## src/rtl/core/ovn_pkg.sv

```systemverilog
// ovn_pkg: shared types, constants and the cosine factor table
// for the octave value noise generator; no dependencies
`timescale 1ns / 1ps

package ovn_pkg;

  localparam int GRID_SIDE_DEF   = 256;
  localparam int MAX_OCTAVES_DEF = 8;

  localparam int AMP_W = 49;
  localparam logic [AMP_W-1:0] AMP_ONE   = AMP_W'(64'd1 << 32);
  localparam logic [AMP_W-1:0] AMP_LIMIT = AMP_W'(64'd1 << 40);

  localparam logic [1:0] REG_OCTAVE_COUNT = 2'd0;
  localparam logic [1:0] REG_INTERP_COS   = 2'd1;
  localparam logic [1:0] REG_PERSISTENCE  = 2'd2;
  localparam logic [1:0] REG_TWO_DIM      = 2'd3;

  localparam logic OPER_WRITE = 1'b0;
  localparam logic OPER_EVAL  = 1'b1;

  // blend operand selects
  localparam logic [1:0] BL_TOP = 2'd0;
  localparam logic [1:0] BL_BOT = 2'd1;
  localparam logic [1:0] BL_VERT = 2'd2;
  localparam logic [1:0] BL_ROW = 2'd3;

  typedef struct packed {
    logic [3:0]  octave_count;
    logic        interp_cosine;
    logic [15:0] persistence_q8_8;
    logic        two_dimensional;
  } cfg_t;

  typedef enum logic [3:0] {
    OP_IDLE,
    OP_WRITE,
    OP_START,
    OP_READ,
    OP_BLEND,
    OP_MUL_LO,
    OP_MUL_HI,
    OP_ACC,
    OP_DIV_AMP,
    OP_AMP_TAKE,
    OP_SCALE,
    OP_NEXT,
    OP_DIV_FIN,
    OP_RESULT
  } op_t;

  typedef struct packed {
    op_t        op;
    logic [1:0] sel;
  } cmd_t;

  typedef struct packed {
    logic two_d;
    logic last_octave;
    logic amp_over;
    logic div_busy;
  } status_t;

  typedef enum logic [4:0] {
    ST_IDLE,
    ST_RD0,
    ST_RD1,
    ST_RD2,
    ST_RD3,
    ST_BL0,
    ST_BL1,
    ST_BL2,
    ST_BL_ROW,
    ST_MLO,
    ST_MHI,
    ST_ACC,
    ST_DAMP,
    ST_WAMP,
    ST_SCALE,
    ST_DFIN,
    ST_WFIN
  } state_t;

  typedef logic [15:0] cos_tab_t [256];

  // round(65536 * sin^2(pi*i/512)) from a fixed q30 taylor series
  function automatic logic [15:0] sine_squared(input logic [8:0] i);
    logic [63:0] a;
    logic [63:0] a2;
    logic [63:0] term;
    logic [63:0] sum;
    logic [63:0] f;
    a    = (64'd3373259426 * 64'(i)) >> 9;
    a2   = (a * a) >> 30;
    term = a;
    sum  = a;
    term = ((term * a2) >> 30) / 64'd6;
    sum  = sum - term;
    term = ((term * a2) >> 30) / 64'd20;
    sum  = sum + term;
    term = ((term * a2) >> 30) / 64'd42;
    sum  = sum - term;
    term = ((term * a2) >> 30) / 64'd72;
    sum  = sum + term;
    term = ((term * a2) >> 30) / 64'd110;
    sum  = sum - term;
    term = ((term * a2) >> 30) / 64'd156;
    sum  = sum + term;
    term = ((term * a2) >> 30) / 64'd210;
    sum  = sum - term;
    if (sum > (64'd1 << 30)) begin
      sum = 64'd1 << 30;
    end
    f = (sum * sum + (64'd1 << 43)) >> 44;
    return (f > 64'd65535) ? 16'hFFFF : f[15:0];
  endfunction

  function automatic cos_tab_t build_cos_tab();
    cos_tab_t t;
    for (int i = 0; i < 256; i++) begin
      t[i] = sine_squared(9'(i));
    end
    return t;
  endfunction

  localparam cos_tab_t COS_TAB = build_cos_tab();

endpackage

```

## src/rtl/core/ovn_ctrl.sv

```systemverilog
// ovn_ctrl: sequencer for seed writes and octave evaluation, owns the
// input and result handshakes; uses ovn_pkg
`timescale 1ns / 1ps

module ovn_ctrl (
  input  logic             clk,
  input  logic             rst_n,
  input  logic             in_valid,
  output logic             in_ready,
  input  logic             operation,
  output logic             out_valid,
  input  logic             out_ready,
  output ovn_pkg::cmd_t    cmd,
  input  ovn_pkg::status_t status
);
  import ovn_pkg::*;

  state_t state_r, state_nxt;
  logic   out_valid_r, out_valid_nxt;

  always_ff @(posedge clk) begin
    if (!rst_n) begin
      state_r     <= ST_IDLE;
      out_valid_r <= 1'b0;
    end else begin
      state_r     <= state_nxt;
      out_valid_r <= out_valid_nxt;
    end
  end

  always_comb begin
    state_nxt     = state_r;
    out_valid_nxt = out_valid_r && !out_ready;
    cmd.op        = OP_IDLE;
    cmd.sel       = '0;
    in_ready      = 1'b0;
    unique case (state_r)
      ST_IDLE: begin
        in_ready = 1'b1;
        if (in_valid) begin
          if (operation == OPER_WRITE) begin
            cmd.op = OP_WRITE;
          end else begin
            cmd.op    = OP_START;
            state_nxt = ST_RD0;
          end
        end
      end
      ST_RD0: begin
        cmd.op = OP_READ; cmd.sel = 2'd0; state_nxt = ST_RD1;
      end
      ST_RD1: begin
        cmd.op    = OP_READ;
        cmd.sel   = 2'd1;
        state_nxt = status.two_d ? ST_RD2 : ST_BL_ROW;
      end
      ST_RD2: begin
        cmd.op = OP_READ; cmd.sel = 2'd2; state_nxt = ST_RD3;
      end
      ST_RD3: begin
        cmd.op = OP_READ; cmd.sel = 2'd3; state_nxt = ST_BL0;
      end
      ST_BL0: begin
        cmd.op = OP_BLEND; cmd.sel = BL_TOP; state_nxt = ST_BL1;
      end
      ST_BL1: begin
        cmd.op = OP_BLEND; cmd.sel = BL_BOT; state_nxt = ST_BL2;
      end
      ST_BL2: begin
        cmd.op = OP_BLEND; cmd.sel = BL_VERT; state_nxt = ST_MLO;
      end
      ST_BL_ROW: begin
        cmd.op = OP_BLEND; cmd.sel = BL_ROW; state_nxt = ST_MLO;
      end
      ST_MLO: begin
        cmd.op = OP_MUL_LO; state_nxt = ST_MHI;
      end
      ST_MHI: begin
        cmd.op = OP_MUL_HI; state_nxt = ST_ACC;
      end
      ST_ACC: begin
        cmd.op    = OP_ACC;
        state_nxt = status.last_octave ? ST_DFIN : ST_DAMP;
      end
      ST_DAMP: begin
        cmd.op = OP_DIV_AMP; state_nxt = ST_WAMP;
      end
      ST_WAMP: begin
        if (!status.div_busy) begin
          cmd.op    = OP_AMP_TAKE;
          state_nxt = ST_SCALE;
        end
      end
      ST_SCALE: begin
        if (status.amp_over) begin
          cmd.op = OP_SCALE;
        end else begin
          cmd.op    = OP_NEXT;
          state_nxt = ST_RD0;
        end
      end
      ST_DFIN: begin
        cmd.op = OP_DIV_FIN; state_nxt = ST_WFIN;
      end
      ST_WFIN: begin
        if (!status.div_busy && (!out_valid_r || out_ready)) begin
          cmd.op        = OP_RESULT;
          out_valid_nxt = 1'b1;
          state_nxt     = ST_IDLE;
        end
      end
      default: state_nxt = ST_IDLE;
    endcase
  end

  assign out_valid = out_valid_r;

endmodule

```

## config.mk

```make
export PLATFORM = sky130hd
export DESIGN_NAME = ovn_ctrl
export DESIGN_NICKNAME = d
export VERILOG_FILES = /design/src/rtl/core/ovn_pkg.sv /design/src/rtl/core/ovn_ctrl.sv
export SDC_FILE = /design/constraint.sdc
export NUM_CORES = 1
export LEC_CHECK = 0
export BUFFER_PORTS_ARGS = -buffer_cell sky130_fd_sc_hd__buf_2
export CAP_MARGIN = 25
export CORE_MARGIN = 10
export CORE_UTILIZATION = 45
export CTS_BUF_LIST = sky130_fd_sc_hd__clkbuf_4 sky130_fd_sc_hd__clkbuf_8
export DETAILED_ROUTE_END_ITERATION = 8
export PLACE_DENSITY = 0.82
export SLEW_MARGIN = 10
export SYNTH_ARGS = -nofsm -noshare
export SYNTH_HDL_FRONTEND = slang
export SYNTH_SLANG_ARGS = --single-unit
```

## constraint.sdc

```tcl
create_clock -name clk -period 1.7 [get_ports clk]
set_clock_uncertainty 0.05 [all_clocks]
set_input_delay 0.085 -clock clk [delete_from_list [all_inputs] [get_ports clk]]
set_output_delay 0.085 -clock clk [all_outputs]
set_load 0.02 [all_outputs]
```

==> flow_metrics.tcl, run 1 <==
set metrics [dict create \
    r2r_setup_slack_ps 310 \
    die_height_um 56.2 \
    cts_sinks 6 \
    area_growth_pct 30.1 \
    dpl.hpwl_um 1370 \
    drt_iter0_drc 23 \
    grt_usage 0.111 \
    cts_buffers 3 \
    wl_um 1780 \
    setup_viol 1 \
    synth_edf_count 0 \
    die_x_um 56.2 \
    rows 12 \
    postRouteAntennaNets 0 \
    slew-limit-headroom 0.683 \
    clk_pin_slew_ps 50 \
    antenna_found_initial 0 \
    synth_nets 97 \
    grt_max_degree 18 \
    yosysSeqAreaShare 0.203 \
    rsz0062_at_grt "yes" \
    portBuffers 16 \
    htree_levels 1 \
    sequentialPowerShare 0.338 \
    drv_slew 0 \
    peakVddDrop_mv 0.412 \
    critical_path.max_fanout 4 \
    start_util 0.504 \
    yosys_warnings 0 \
    finalHoldViolCount 0 \
    startpoint "state_r[1]$_SDFFE_PN0P_" \
    p_int_uw 302 \
    routedWlPerCell_um 14.6 \
    worst_pin_slew_ps 474 \
    swShare 0.328 \
    core-area_um2 1170 \
    place_inst 118 \
    viasPerCell 6.09 \
    cts_root_buffer "clkbuf_4" \
    fin_nets 119 \
    wl_met1_um 762 \
    ys_types 36 \
    wl_met3_um 108 \
    synthArstFlopShare 0 \
    drive_gt1_frac 0.343 \
    grt_remaining_overflow 0 \
    grt_pass1_vias 682 \
    pre_cts_ws_ps 157 \
    antenna_cells 0 \
    holdCritStartpoint "rst_n" \
    hp-class "input pin to register" \
    wl_met2_um 876 \
    leakage_uw 0.000329 \
    dieArea_um2 3160 \
    ios 17 \
    crit_path_start_kind "register" \
    synth_cells 88 \
    period_share 1.01 \
    maxCapViolCount 0 \
    switchingPower_uw 147 \
    drc_errors 0 \
    drtPass1Iterations 4 \
    p_per_area_nw_per_um2 584 \
    critPathRequiredTime_ps 1560 \
    clkLatencyLatePin_ps 240 \
    max_freq_mhz 581 \
    ys_ff_latch 6 \
    fin_cells 122 \
    timing_worst_setup_path_type "register to output pin" \
    timing.rr.start "state_r[4]$_SDFFE_PN0P_" \
    cp_data_arrival_time_ps 1590 \
    syn-cell-area_um2 591 \
    violations "negative setup slack" \
    top_layer "met4" \
    comb_power_share 0.376 \
    critPathCaptureType "output pin" \
    worst_slack_ps -20.7 \
    postCtsHoldBufs 0 \
    cts_tree "done" \
    clkPwrFrac 0.286 \
    cts_buffer_depth 2 \
    synth_ff_type "dfxtp_1" \
    syn_avg_cell_area_um2 6.71 \
    gp_congestion 0.889 \
    fin_area_um2 768 \
    vias 743 \
    grt_pass1_wl_um 3020 \
    power_uw 449 \
    fin_crit_ps 1720 \
    place_area_um2 702 \
    outcome "finished with violations" \
]
==> power by group through the flow <==
stage	Clock (µW)	Sequential, µW	Combinational, µW
final	128	152	169
after global routing	144	152	185
after CTS	136	152	162
after detailed placement	0	154	155
after global placement	0	154	152
after floorplan	0	154	103
==> worst max-delay path: stages (launching register included) <==
cell,delay (ps)
dfxtp_2,340
or4b_4,520
a21oi_2,150
nor4_1,70
o21ai_1,110
buf_4,160
==> synth_stat cells (2+ instances only) <==
cell / number / area [µm²]
o21a_1: 2 / 15.0
a311o_1: 2 / 20.0
nand3_1: 3 / 15.0
o21ai_0: 3 / 15.0
nor3_1: 2 / 10.0
inv_2: 2 / 7.51
clkbuf_1: 2 / 7.51
dfxtp_1: 6 / 120
buf_2: 4 / 20.0
nand2b_1: 2 / 12.5
nor2b_1: 5 / 31.3
nand4_1: 2 / 12.5
o21ai_1: 3 / 15.0
a21oi_1: 9 / 45.0
nand2_1: 11 / 41.3
nor2_1: 10 / 37.5
==> placed cells by master, fill, tap and decap left out, types with 3 or more instances in the layout <==
cell type / synthesis / routed
nand2_1: 11 / 11
nand3_1: 3 / 3
nor2b_1: 5 / 4
o21ai_0: 3 / 3
a21oi_1: 9 / 8
dfxtp_1: 6 / 3
o21ai_1: 3 / 3
buf_4: 0 / 10
clkbuf_4: 0 / 3
nor2_1: 10 / 10
buf_2: 4 / 13
==> repair_timing <==
| action | CTS | global route |
|---|---|---|
| buffers inserted | 0 | 1 |
| endpoints found under the setup margin | 4 | 4 |
| pin swaps | 1 | 3 |
| resized for setup | 6 | 6 |
==> per-layer routing <==
metal	track usage	up-vias
li1	-	355
met1	0.132	348
met2	0.180	34
met3	0.0205	6
met4	0.0614	0
met5	0	-
==> cell families (layout without fill, tap and decap cells) <==
group                  Yosys count  after routing  synth area share
AND/OR/NAND/NOR                 44             44             0.398
AO/OA/AOI/OAI                   27             27             0.299
buffers and inverters           10             30            0.0847
flip-flops                       6              6             0.203
XOR/XNOR                         1              1            0.0148
==> final cells by class <==
class	count	area, µm²
clock buffers	3	22.5
well taps	14	17.5
flip-flops and latches	6	126
multi-input cells	72	439
inverters	3	11.3
fillers	112	403
repair buffers	24	151
==> registers in the layout, indices dropped and copies added (netlist names) <==
name and cells:
state_r 5, out_valid 1
==> metrics by stage <==
step | utilization | hold slack (ps) | setup TNS, ps
global placement | 0.599 | 304 | 0
detailed placement | 0.599 | 307 | 0
CTS | 0.631 | 49.6 | -55.1
floorplan | - | 152 | 0
finish | 0.656 | 60.2 | -20.7
global route | 0.656 | 60.5 | -263
==> path summary, 6_finish.rpt <==
check,endpoint,cells past startpoint
min reg2reg,state_r[0]$_SDFFE_PN0P_,3
max,cmd[2],5
min,out_valid$_SDFF_PN0_,2
max reg2reg,state_r[2]$_SDFFE_PN0P_,4
No activity file was read; power rests on OpenSTA's default activity.
==> inputs of run 2 (changes only) <==
--- a/config.mk
+++ b/config.mk
@@ -5,13 +5,14 @@
 export SDC_FILE = /design/constraint.sdc
 export NUM_CORES = 1
 export LEC_CHECK = 0
+export ABC_AREA = 1
 export BUFFER_PORTS_ARGS = -buffer_cell sky130_fd_sc_hd__buf_2
 export CAP_MARGIN = 25
-export CORE_MARGIN = 10
-export CORE_UTILIZATION = 45
+export CORE_AREA = 3 3 40 42
 export CTS_BUF_LIST = sky130_fd_sc_hd__clkbuf_4 sky130_fd_sc_hd__clkbuf_8
 export DETAILED_ROUTE_END_ITERATION = 8
-export PLACE_DENSITY = 0.82
+export DIE_AREA = 0 0 43 45
+export PLACE_DENSITY = 0.8
 export SLEW_MARGIN = 10
 export SYNTH_ARGS = -nofsm -noshare
 export SYNTH_HDL_FRONTEND = slang
==> constraint.sdc (replaced) <==
create_clock -name clk -period 1.7 [get_ports clk]
set_clock_uncertainty 0.05 [all_clocks]
set_input_delay 0.17 -clock clk [delete_from_list [all_inputs] [get_ports clk]]
set_output_delay 0.17 -clock clk [all_outputs]
set_load 0.02 [all_outputs]
==> flow_metrics.tcl, run 2 <==
set metrics [dict create \
    grt_pass1_wl_um 3240 \
    worst_slack_ps -22.5 \
    ys_ff_latch 6 \
    rows 13 \
    gp_congestion 0.896 \
    crit_slowest_cell "dfxtp_4" \
    path_cells "inv_4 > nor3_4 > nand2_2 > nand2_2 > inv_2 > o21ai_2 > nor2_1 > o21ai_1 > buf_4" \
    final_cell_mix "28 x nand2_1, 19 x buf_4, 16 x nor2_1, 11 x inv_1, 11 x buf_2" \
    critical_path.max_fanout 5 \
    ys_types 14 \
    fin_cells 159 \
    portBuffers 16 \
    grt_usage 0.222 \
    cts_tree "done" \
    yosysMostFrequentCell "nand2_1" \
    cts_sinks 6 \
    multi_input_area_um2 467 \
    synth_edf_count 0 \
    maxCapViolCount 0 \
    cp_top_family "simple AND/OR/NAND/NOR gates" \
    yosysSeqAreaShare 0.206 \
    startpoint "state_r[2]$_SDFFE_PN0P_" \
    holdCritStartpoint "status[0]" \
    final_common_cell "nand2_1" \
    fin_nets 155 \
    synth_ff_type "dfxtp_1" \
    synth_cells 111 \
    postCtsHoldBufs 0 \
    p_per_area_nw_per_um2 504 \
    pre_cts_ws_ps 17.4 \
    largest_reg_flops 5 \
    regMostFlops "state_r" \
    area_growth_pct 56.9 \
    core-area_um2 1280 \
    critPathCaptureType "output pin" \
    clkLatencyLatePin_ps 240 \
    crit_path_start_kind "register" \
    fin_util 0.712 \
    timing.rr.start "state_r[0]$_SDFFE_PN0P_" \
    outcome "finished with violations" \
    slew-limit-headroom 0.833 \
    setup_tns_ps -37.6 \
    start_util 0.454 \
    yosysTopAreaCell "dfxtp_1" \
    cts_buffers 3 \
    drt_iter0_drc 61 \
    period_share 1.01 \
    cp_data_arrival_time_ps 1500 \
    critPathRequiredTime_ps 1480 \
    yosys_warnings 0 \
    place_inst 145 \
    clk_pin_slew_ps 40 \
    postRouteAntennaNets 0 \
    r2r_end "state_r[0]$_SDFFE_PN0P_" \
    ios 17 \
    cts_buffer_depth 2 \
    syn-cell-area_um2 583 \
    drc_errors 0 \
    leakage_uw 0.000489 \
    die_x_um 43 \
    dpl.hpwl_um 1390 \
    synth_nets 120 \
    path_depth 9 \
    routedWlPerCell_um 14.4 \
    viasPerCell 5.79 \
    cts_root_buffer "clkbuf_4" \
    fillers 115 \
    fin_area_um2 915 \
    rsz0062_at_grt "yes" \
    vias 920 \
    place_area_um2 707 \
    endpoint "cmd[3]" \
    wl_met2_um 1180 \
    wl_met1_um 817 \
    antenna_cells 0 \
    syn_avg_cell_area_um2 5.25 \
    seqCellArea_um2 136 \
    synthTopCellsByCount "31 x nand2_1, 20 x nor2_1, 15 x inv_1" \
    worst_pin_slew_ps 247 \
    critPathBufInv 3 \
    top_layer "met4" \
    crit_path_max_incr_delay_ps 390 \
    yosys-top-cells-area "dfxtp_1 21%, nand2_1 20%, nor2_1 13%, nand3_1 10%, inv_1 9.7%" \
    synthArstFlopShare 0 \
    fin_crit_ps 1720 \
    grt_max_degree 10 \
    wl_met3_um 171 \
    peakVddDrop_mv 0.532 \
    wl_um 2280 \
    dieArea_um2 1940 \
    grt_remaining_overflow 0 \
    die_height_um 45 \
    violations "negative setup slack" \
    htree_levels 1 \
    antenna_found_initial 0 \
    r2r_cells 9 \
    drive_gt1_frac 0.410 \
    cpMostUsedCell "nand2_2" \
    max_freq_mhz 581 \
    setup_viol 3 \
    hp-class "input pin to register" \
    r2r_setup_slack_ps 230 \
    synth_top_area_frac 0.206 \
    grt_pass1_vias 793 \
    drv_slew 0 \
    timing_worst_setup_path_type "register to output pin" \
    finalHoldViolCount 0 \
    drtPass1Iterations 4 \
]
## run 2: changes by cell type after synthesis, moves of 3 or more
cell / before / now
nand3_1: 3 / 12
buf_2: 4 / 1
nor2b_1: 5 / 0
inv_1: 1 / 15
nor2_1: 10 / 20
nand4_1: 2 / 6
nand2_1: 11 / 31
o21ai_1: 3 / 0
## run 2: final cells by class
class	instances	area share
well taps	15	0.0205
multi-input cells	89	0.510
inverters	15	0.0670
clock buffers	3	0.0246
flip-flops and latches	6	0.149
repair buffers	31	0.228
## run 2: metrics by stage
step	hold slack (ps)	total power, µW
6_report	178	461
5_1_grt	200	489
4_1_cts	160	442
3_5_place_dp	426	293
3_3_place_gp	420	290
2_1_floorplan	289	244
## run 2: cell families (layout without fill, tap and decap cells)
kind of cell	after synthesis	in the layout	share of synthesized area
simple gates	74	74	0.556
buf+inv	16	49	0.105
flops	6	6	0.206
compound gates	15	15	0.133
## run 2: metal layers
layer	GRT usage	vias to the layer above
li1	-	429
met2	0.419	55
met3	0.0359	15
met5	0	-
met4	0.120	0
met1	0.235	421
## run 2: worst min path at each step
| stage | end | slack (ps) | cells past startpoint |
|---|---|---|---|
| 4_1_cts | state_r[0]$_SDFFE_PN0P_ | 160 | 3 |
| 5_1_grt | state_r[0]$_SDFFE_PN0P_ | 200 | 3 |
| 6_report | state_r[0]$_SDFFE_PN0P_ | 180 | 3 |
| 3_3_place_gp | out_valid$_SDFF_PN0_ | 420 | 4 |
| 2_1_floorplan | state_r[0]$_SDFFE_PN0P_ | 290 | 2 |
| 3_5_place_dp | state_r[0]$_SDFFE_PN0P_ | 430 | 3 |
## run 2: report_power, final
| group | leakage, µW | total, µW | switching [µW] | internal (µW) |
|---|---|---|---|---|
| sequential | 0.0000521 | 154 | 11.5 | 142 |
| combinational | 0.000423 | 178 | 104 | 74.0 |
| clock | 0.0000138 | 129 | 49.3 | 79.7 |
| total | 0.000489 | 461 | 165 | 296 |
## run 2: timing repair
action / 4_1_cts / 5_1_grt
endpoints found under the hold margin: 0 / 0
resized for setup: 14 / 27
pin swaps: 3 / 6
setup endpoints to repair: 4 / 6
buffers inserted: 5 / 6
## run 2: tightest hold or removal path: stages
cell and delay (ps):
buf_2 110, nand2_1 80, a21oi_1 70
==> inputs of run 3 (changes only) <==
--- a/config.mk
+++ b/config.mk
@@ -5,14 +5,12 @@
 export SDC_FILE = /design/constraint.sdc
 export NUM_CORES = 1
 export LEC_CHECK = 0
-export ABC_AREA = 1
 export BUFFER_PORTS_ARGS = -buffer_cell sky130_fd_sc_hd__buf_2
 export CAP_MARGIN = 25
-export CORE_AREA = 3 3 40 42
+export CORE_UTILIZATION = 45
 export CTS_BUF_LIST = sky130_fd_sc_hd__clkbuf_4 sky130_fd_sc_hd__clkbuf_8
 export DETAILED_ROUTE_END_ITERATION = 8
-export DIE_AREA = 0 0 43 45
-export PLACE_DENSITY = 0.8
+export PLACE_DENSITY = 0.82
 export SLEW_MARGIN = 10
 export SYNTH_ARGS = -nofsm -noshare
 export SYNTH_HDL_FRONTEND = slang
==> flow_metrics.tcl, run 3 (synthesized netlist as in run 1, its figures left out) <==
set metrics [dict create \
    postRouteAntennaNets 0 \
    final_common_cell "buf_4" \
    timing_worst_setup_path_type "register to output pin" \
    period_share 1.07 \
    cts_root_buffer "clkbuf_4" \
    hold_path_end "state_r[2]$_SDFFE_PN0P_" \
    drv_slew 0 \
    clk_pin_slew_ps 40 \
    fin_cells 131 \
    cp_top_family "simple AND/OR/NAND/NOR gates" \
    fin_nets 128 \
    fillers 86 \
    regMostFlops "state_r" \
    grt_pass1_wl_um 2500 \
    grt_remaining_overflow 0 \
    finalHoldViolCount 0 \
    place_inst 118 \
    dpl.hpwl_um 1130 \
    drive_gt1_frac 0.436 \
    vias 774 \
    r2r_cells 7 \
    final_cell_mix "15 x buf_4, 13 x buf_2, 11 x nand2_1, 10 x nor2_1, 6 x a21oi_1" \
    worst_pin_slew_ps 518 \
    hold_depth 2 \
    dieArea_um2 1460 \
    cts_buffer_depth 2 \
    viasPerCell 5.91 \
    start_util 0.511 \
    die_height_um 38.2 \
    fin_crit_ps 1820 \
    die_x_um 38.2 \
    grt_max_degree 19 \
    holdCritStartpoint "rst_n" \
    ios 17 \
    crit_slowest_cell "or4b_4" \
    cts_sinks 6 \
    violations "negative setup slack" \
    cp_data_arrival_time_ps 1600 \
    crit_path_start_kind "register" \
    gp_congestion 0.800 \
    max_freq_mhz 549 \
    drtPass1Iterations 4 \
    leakage_uw 0.000394 \
    worst_slack_ps -123 \
    timing.rr.start "state_r[3]$_SDFFE_PN0P_" \
    path_cells "or4b_4 > a21oi_4 > nor4_2 > o21ai_1 > buf_4" \
    htree_levels 1 \
    critPathCaptureType "output pin" \
    routedWlPerCell_um 14.9 \
    critPathRequiredTime_ps 1480 \
    drc_errors 0 \
    antenna_cells 0 \
    rsz0062_at_grt "yes" \
    grt_pass1_vias 592 \
    p_per_area_nw_per_um2 528 \
    wl_um 1950 \
    grt_usage 0.250 \
    cts_buffers 3 \
    rows 12 \
    critical_path.max_fanout 4 \
    cts_tree "done" \
    core-area_um2 1160 \
    maxCapViolCount 0 \
    largest_reg_flops 5 \
    hp-class "input pin to register" \
    crit_path_max_incr_delay_ps 530 \
    r2r_end "state_r[1]$_SDFFE_PN0P_" \
    area_growth_pct 54.0 \
    setup_viol 5 \
    drt_iter0_drc 27 \
    critPathBufInv 1 \
    r2r_setup_slack_ps 200 \
    antenna_found_initial 0 \
    portBuffers 16 \
    clkLatencyLatePin_ps 240 \
    outcome "finished with violations" \
    setup_tns_ps -198 \
    pre_cts_ws_ps 95.1 \
    postCtsHoldBufs 0 \
    slew-limit-headroom 0.654 \
    peakVddDrop_mv 0.432 \
]
## run 3: cell count changes in the layout (fill, tap and decap cells not counted), sizes merged, moves of 4 or more
cell	before	now
nor2	22	10
nor2b	0	5
nand3	13	3
nand2	31	11
nand4	6	2
inv	15	3
## run 3: where the power goes
group / switching [µW] / internal, µW
Combinational: 101 / 96.0
Clock: 50.2 / 79.8
Sequential: 8.13 / 145
Total: 159 / 321
## run 3: what timing repair did
| item | 4_1_cts | 5_1_grt |
|---|---|---|
| endpoints found under the setup margin | 5 | 6 |
| cloned | 0 | 2 |
| pin swaps | 3 | 3 |
| gates resized for setup | 6 | 18 |
| buffers inserted | 0 | 8 |
| endpoints found under the hold margin | 0 | 0 |
## run 3: metal layers
metal  global-route usage  part of all wire  wire length [µm]  up-vias
li1                     -                 -                 -      375
met1                0.313              0.44               853      366
met2                0.419              0.50               981       33
met3               0.0349             0.061               119        0
met4                0.107                 0                 0        0
met5                    0                 0                 0        -
## run 3: area by class of cell
class / instances / area, µm² / share of cell area
Clock buffer: 3 / 22.5 / 0.0248
Inverter: 3 / 11.3 / 0.0124
Multi-Input combinational cell: 72 / 468 / 0.514
Sequential cell: 6 / 130 / 0.143
Tap cell: 14 / 17.5 / 0.0193
Timing Repair Buffer: 33 / 260 / 0.286
## run 3: how the worst max path moves through the flow
stage	slack (ps)	startpoint	to	cells after the start
2_1_floorplan	30	state_r[3]$_SDFFE_PN0P_	cmd[2]	5
3_3_place_gp	100	state_r[1]$_SDFFE_PN0P_	cmd[2]	5
3_5_place_dp	100	state_r[3]$_SDFFE_PN0P_	cmd[2]	6
4_1_cts	-110	state_r[1]$_SDFFE_PN0P_	cmd[2]	5
5_1_grt	-170	state_r[1]$_SDFFE_PN0P_	cmd[2]	5
6_report	-120	state_r[1]$_SDFFE_PN0P_	cmd[2]	5
## run 3: stage by stage
stage,power [µW],hold WS [ps],util,cell area [µm²]
2_1_floorplan,257,237,-,591
3_3_place_gp,309,384,0.607,702
3_5_place_dp,313,398,0.607,702
4_1_cts,453,139,0.640,739
5_1_grt,503,147,0.787,910
6_report,480,152,0.787,910
